$ cat src/rtl/lss_pkg.sv
// ----------------------------------------------------------------------------
// lss_pkg: shared types and constants of the LIFO stack with search
// Holds the beat field widths and the command and status codes.
// ----------------------------------------------------------------------------
package lss_pkg;

  localparam int unsigned DATA_W  = 32;
  localparam int unsigned CMD_W   = 2;
  localparam int unsigned ST_W    = 2;
  localparam int unsigned DEPTH_W = 8;

  typedef enum logic [CMD_W-1:0] {
    CMD_PUSH   = 2'd0,
    CMD_POP    = 2'd1,
    CMD_SEARCH = 2'd2
  } command_e;

  typedef enum logic [ST_W-1:0] {
    ST_DONE  = 2'd0,
    ST_FULL  = 2'd1,
    ST_EMPTY = 2'd2
  } status_e;

endpackage

$ cat src/rtl/lss_ram.sv
// ----------------------------------------------------------------------------
// lss_ram: entry store of the stack
// Simple dual-port synchronous memory, one write and one registered read.
// ----------------------------------------------------------------------------
module lss_ram #(
  parameter int unsigned DEPTH = 128,
  parameter int unsigned ADDR_W = (DEPTH > 1) ? $clog2(DEPTH) : 1
) (
  input  logic                           clk_i,
  input  logic                           we_i,
  input  logic [ADDR_W-1:0]              waddr_i,
  input  logic [lss_pkg::DATA_W-1:0]     wdata_i,
  input  logic [ADDR_W-1:0]              raddr_i,
  output logic [lss_pkg::DATA_W-1:0]     rdata_o
);
  import lss_pkg::*;

  logic [DATA_W-1:0] mem [DEPTH];
  logic [DATA_W-1:0] rdata_q;

  always_ff @(posedge clk_i) begin
    if (we_i) begin
      mem[waddr_i] <= wdata_i;
    end
  end

  // Read-before-write: a word written at one edge is seen from the next read.
  always_ff @(posedge clk_i) begin
    rdata_q <= mem[raddr_i];
  end

  assign rdata_o = rdata_q;

endmodule
$ cat config.mk
export PLATFORM = sky130hd
export DESIGN_NAME = lss_ram
export DESIGN_NICKNAME = d
export VERILOG_FILES = /design/src/rtl/lss_pkg.sv /design/src/rtl/lss_ram.sv
export SDC_FILE = /design/constraint.sdc
export NUM_CORES = 2
export LEC_CHECK = 0
export BUFFER_PORTS_ARGS = -buffer_cell sky130_fd_sc_hd__buf_4
export CORE_UTILIZATION = 40
export DETAILED_ROUTE_END_ITERATION = 6
export PLACE_DENSITY_LB_ADDON = 0.3
export SLEW_MARGIN = 10
export SYNTH_ARGS = -nofsm -noshare
export SYNTH_HDL_FRONTEND = slang
export SYNTH_SLANG_ARGS = --single-unit
$ cat constraint.sdc
create_clock -name clk_i -period 4.15 [get_ports clk_i]
set_input_delay 0 -clock clk_i [delete_from_list [all_inputs] [get_ports clk_i]]
set_output_delay 0 -clock clk_i [all_outputs]
set_load 0.03 [all_outputs]
==> flow_metrics.py <==
metrics = {
    "synthesis": {
        "synth-compound-area-share_pct": 0,
        "syn-num-nets": 6038,
        "avgSynthCellArea_um2": 26.1,
        "synth_xor_area_share_pct": 0,
        "ys_seq_area_share_pct": 79.1,
        "synth_seq_cells": 4128,
        "yosysUniqueCellTypes": 17,
        "synth_warnings": 0,
        "synth_area_um2": 156000,
        "synthSimpleGateAreaFrac_pct": 0.446,
        "synthCells": 5990,
        "synthMuxAreaShare_pct": 19.6,
        "synth_top_family_by_area": "multiplexers",
        "synth_adder_area_share_pct": 0,
    },
    "place": {
        "gp_congestion": 0.808,
        "portBuffers": 79,
        "dp_hpwl_um": 246000,
    },
    "critical_path": {
        "r2r-start": "mem[95][10]$_DFFE_PP_",
        "cpMostUsedCell": "mux4_2",
        "rr_endpoint": "rdata_o[10]$_DFF_P_",
        "startpoint": "mem[95][10]$_DFFE_PP_",
        "reg2reg_slack_ns": 1.11,
        "cp.depth": 5,
        "path_buf_inv": 1,
        "slowest_delay_ns": 0.63,
        "worstSetupPathType": "reg -> reg",
        "path_delay_family": "multiplexers",
        "crit_path_end_kind": "register",
        "cp.required_ns": 4.98,
        "path_cells": "mux4_2 -> mux4_2 -> mux4_2 -> mux2_2 -> dlygate4sd3_1",
        "worst-endpoint-arrival_ns": 3.87,
        "reg2reg_depth": 5,
        "crit_path_top_delay_cell": "mux4_2",
        "start_kind": "register",
        "cp_max_fo": 1,
        "endpoint": "rdata_o[10]$_DFF_P_",
    },
    "floorplan": {
        "initial_utilization_pct": 40.2,
        "die_height_um": 627,
        "rows": 229,
        "die_area_um2": 393000,
        "die_width_um": 627,
        "core_um2": 389000,
        "io_pins": 80,
    },
    "sta": {
        "hold_slack_ns": 0.0947,
        "post-route-period-util_pct": 73.2,
        "tightest_slew_ns": 1.25,
        "fin_crit_ns": 3.04,
        "final-hold-violation-count": 0,
        "clock.fmax_mhz": 329,
        "relSlewSlack_pct": 16.5,
        "finalSetupTns_ns": 0,
        "fin_skew_ns": 0.0474,
        "finalMaxSlewViolations": 0,
        "setup_viol": 0,
        "rsz0062_at_grt": "false",
    },
    "global_routing": {
        "grt_pass1_vias": 72000,
        "grt_antenna_before_repair": 49,
        "overflow": 0,
        "grt_pass1_wl_um": 593000,
        "grt_start_max_net_pins": 98,
        "grt_use_total_pct": 21.9,
    },
    "cts": {
        "cts_tree": "done",
        "numCtsBuffers": 404,
        "post-cts-setup-buffers": 0,
        "h-tree-depth": 5,
        "cts_buffer_depth": 4,
        "cts_root_buffer": "clkbuf_16",
        "path_clk_slew_ns": 0.06,
        "clock_latency_ns": 0.97,
        "clock-sinks": 4128,
    },
    "final_layout": {
        "nets": 6584,
        "fillers": 31200,
        "drive_gt1_share_pct": 36.4,
        "areaGrowthSynthToFinish_pct": 15.2,
        "fin_util_pct": 46.3,
    },
    "power": {
        "p_per_area_nw_per_um2": 486,
        "ir_drop_mv": 0.369,
        "p_leak_nw": 54.9,
    },
    "status": {
        "violations": "DRC",
        "status": "finished with violations",
    },
    "min_path": {
        "worstHoldPathCells": 2,
        "min_path_type": "in -> reg",
    },
    "routing": {
        "viasPerCell": 5.90,
        "ant_nets": 0,
        "detailedRoute.firstIterationViolations": 9860,
        "dr.pass1.iters": 7,
        "via_count": 71500,
        "route.detailed.drc": 12,
        "finalWirelength_um": 432000,
        "wl_per_cell_um": 35.7,
    },
    "job": {
        "drv_cap": 0,
    },
}
## state kept, by name, indices dropped and copies added, names as in the netlist
register  cells
rdata_o      32
mem        4096
## kinds of logic (layout without fill, tap and decap cells)
family | after synthesis | count (layout)
DFF | 4128 | 4128
buffers and inverters | 316 | 1210
and+or+nand+nor | 170 | 170
other | 0 | 26
muxes | 1376 | 1376
## power by group
part	internal (mW)	leakage (nW)	switching [mW]
registers	46.0	37.1	0.256
clock network	20.5	6.39	15.8
logic	1.81	11.4	2.99
total	68.4	54.9	19.0
## repair_timing
action                                  CTS  global route
hold buffers                             46             0
resized for setup                         0             0
setup endpoints to repair                 0             0
endpoints found under the hold margin  2940             0
## per-stage QoR
step                cell area [um^2]  power (mW)  cells  setup WS (ns)
floorplan                     156000        49.3   5990          0.911
global placement              166000        51.9  11300          0.582
detailed placement            166000        52.0  11300          0.556
CTS                           180000        87.8  12100           1.14
global route                  180000        89.5  12100           1.11
finish                        180000        87.4  12100           1.11
## cells in the final DEF (no fill, tap or decap), drive strengths merged
cell,count
edfxtp,4096
mux4,1344
clkbuf,515
buf,410
clkinv,180
nor2,122
dlygate4sd3,46
bufinv,33
mux2,32
dfxtp,32
diode,26
inv,16
nand2,14
nand3,12
clkinvlp,10
nor3,9
nor2b,7
nand4,3
nand2b,2
or3,1
## how the worst min path moves through the flow
stage,start,to,slack (ns)
2_1_floorplan,wdata_i[0],mem[0][0]$_DFFE_PP_,0.1
3_3_place_gp,wdata_i[18],mem[84][18]$_DFFE_PP_,0.40
3_5_place_dp,wdata_i[18],mem[85][18]$_DFFE_PP_,0.42
4_1_cts,wdata_i[18],mem[82][18]$_DFFE_PP_,0.05
5_1_grt,wdata_i[18],mem[86][18]$_DFFE_PP_,0.08
6_report,wdata_i[18],mem[83][18]$_DFFE_PP_,0.09
## cells in the mapped netlist
cell type / count / share of area [%]
or3_1: 1 / 0.0040
buf_6: 2 / 0.014
buf_1: 50 / 0.12
dfxtp_1: 32 / 0.41
mux4_2: 1344 / 19
edfxtp_1: 4096 / 79
nor3_1: 9 / 0.029
buf_2: 79 / 0.25
nor2b_1: 7 / 0.028
nor2_1: 122 / 0.29
nand4_1: 3 / 0.012
mux2_2: 32 / 0.23
buf_4: 3 / 0.014
clkbuf_1: 182 / 0.44
nand3_1: 12 / 0.038
nand2_1: 14 / 0.034
nand2b_1: 2 / 0.0080
## layout make-up
type | count | area (um^2) | area share, %
multi-input cells | 1546 | 32300 | 17.9
diodes | 26 | 65.1 | 0.0361
repair buffers | 456 | 4470 | 2.49
clock inverters | 239 | 2190 | 1.22
well taps | 5197 | 6500 | 3.61
flip-flops and latches | 4128 | 124000 | 68.7
clock buffers | 515 | 10800 | 6.01
## metal layers
layer | wire, um | up-vias | GRT usage (%)
met5 | 148 | - | 0
met4 | 15800 | 14 | 7.43
met3 | 36800 | 605 | 3.74
met2 | 212000 | 3499 | 35.9
met1 | 167000 | 39800 | 29.8
li1 | - | 27600 | -
No activity file was read; power rests on OpenSTA's default activity.
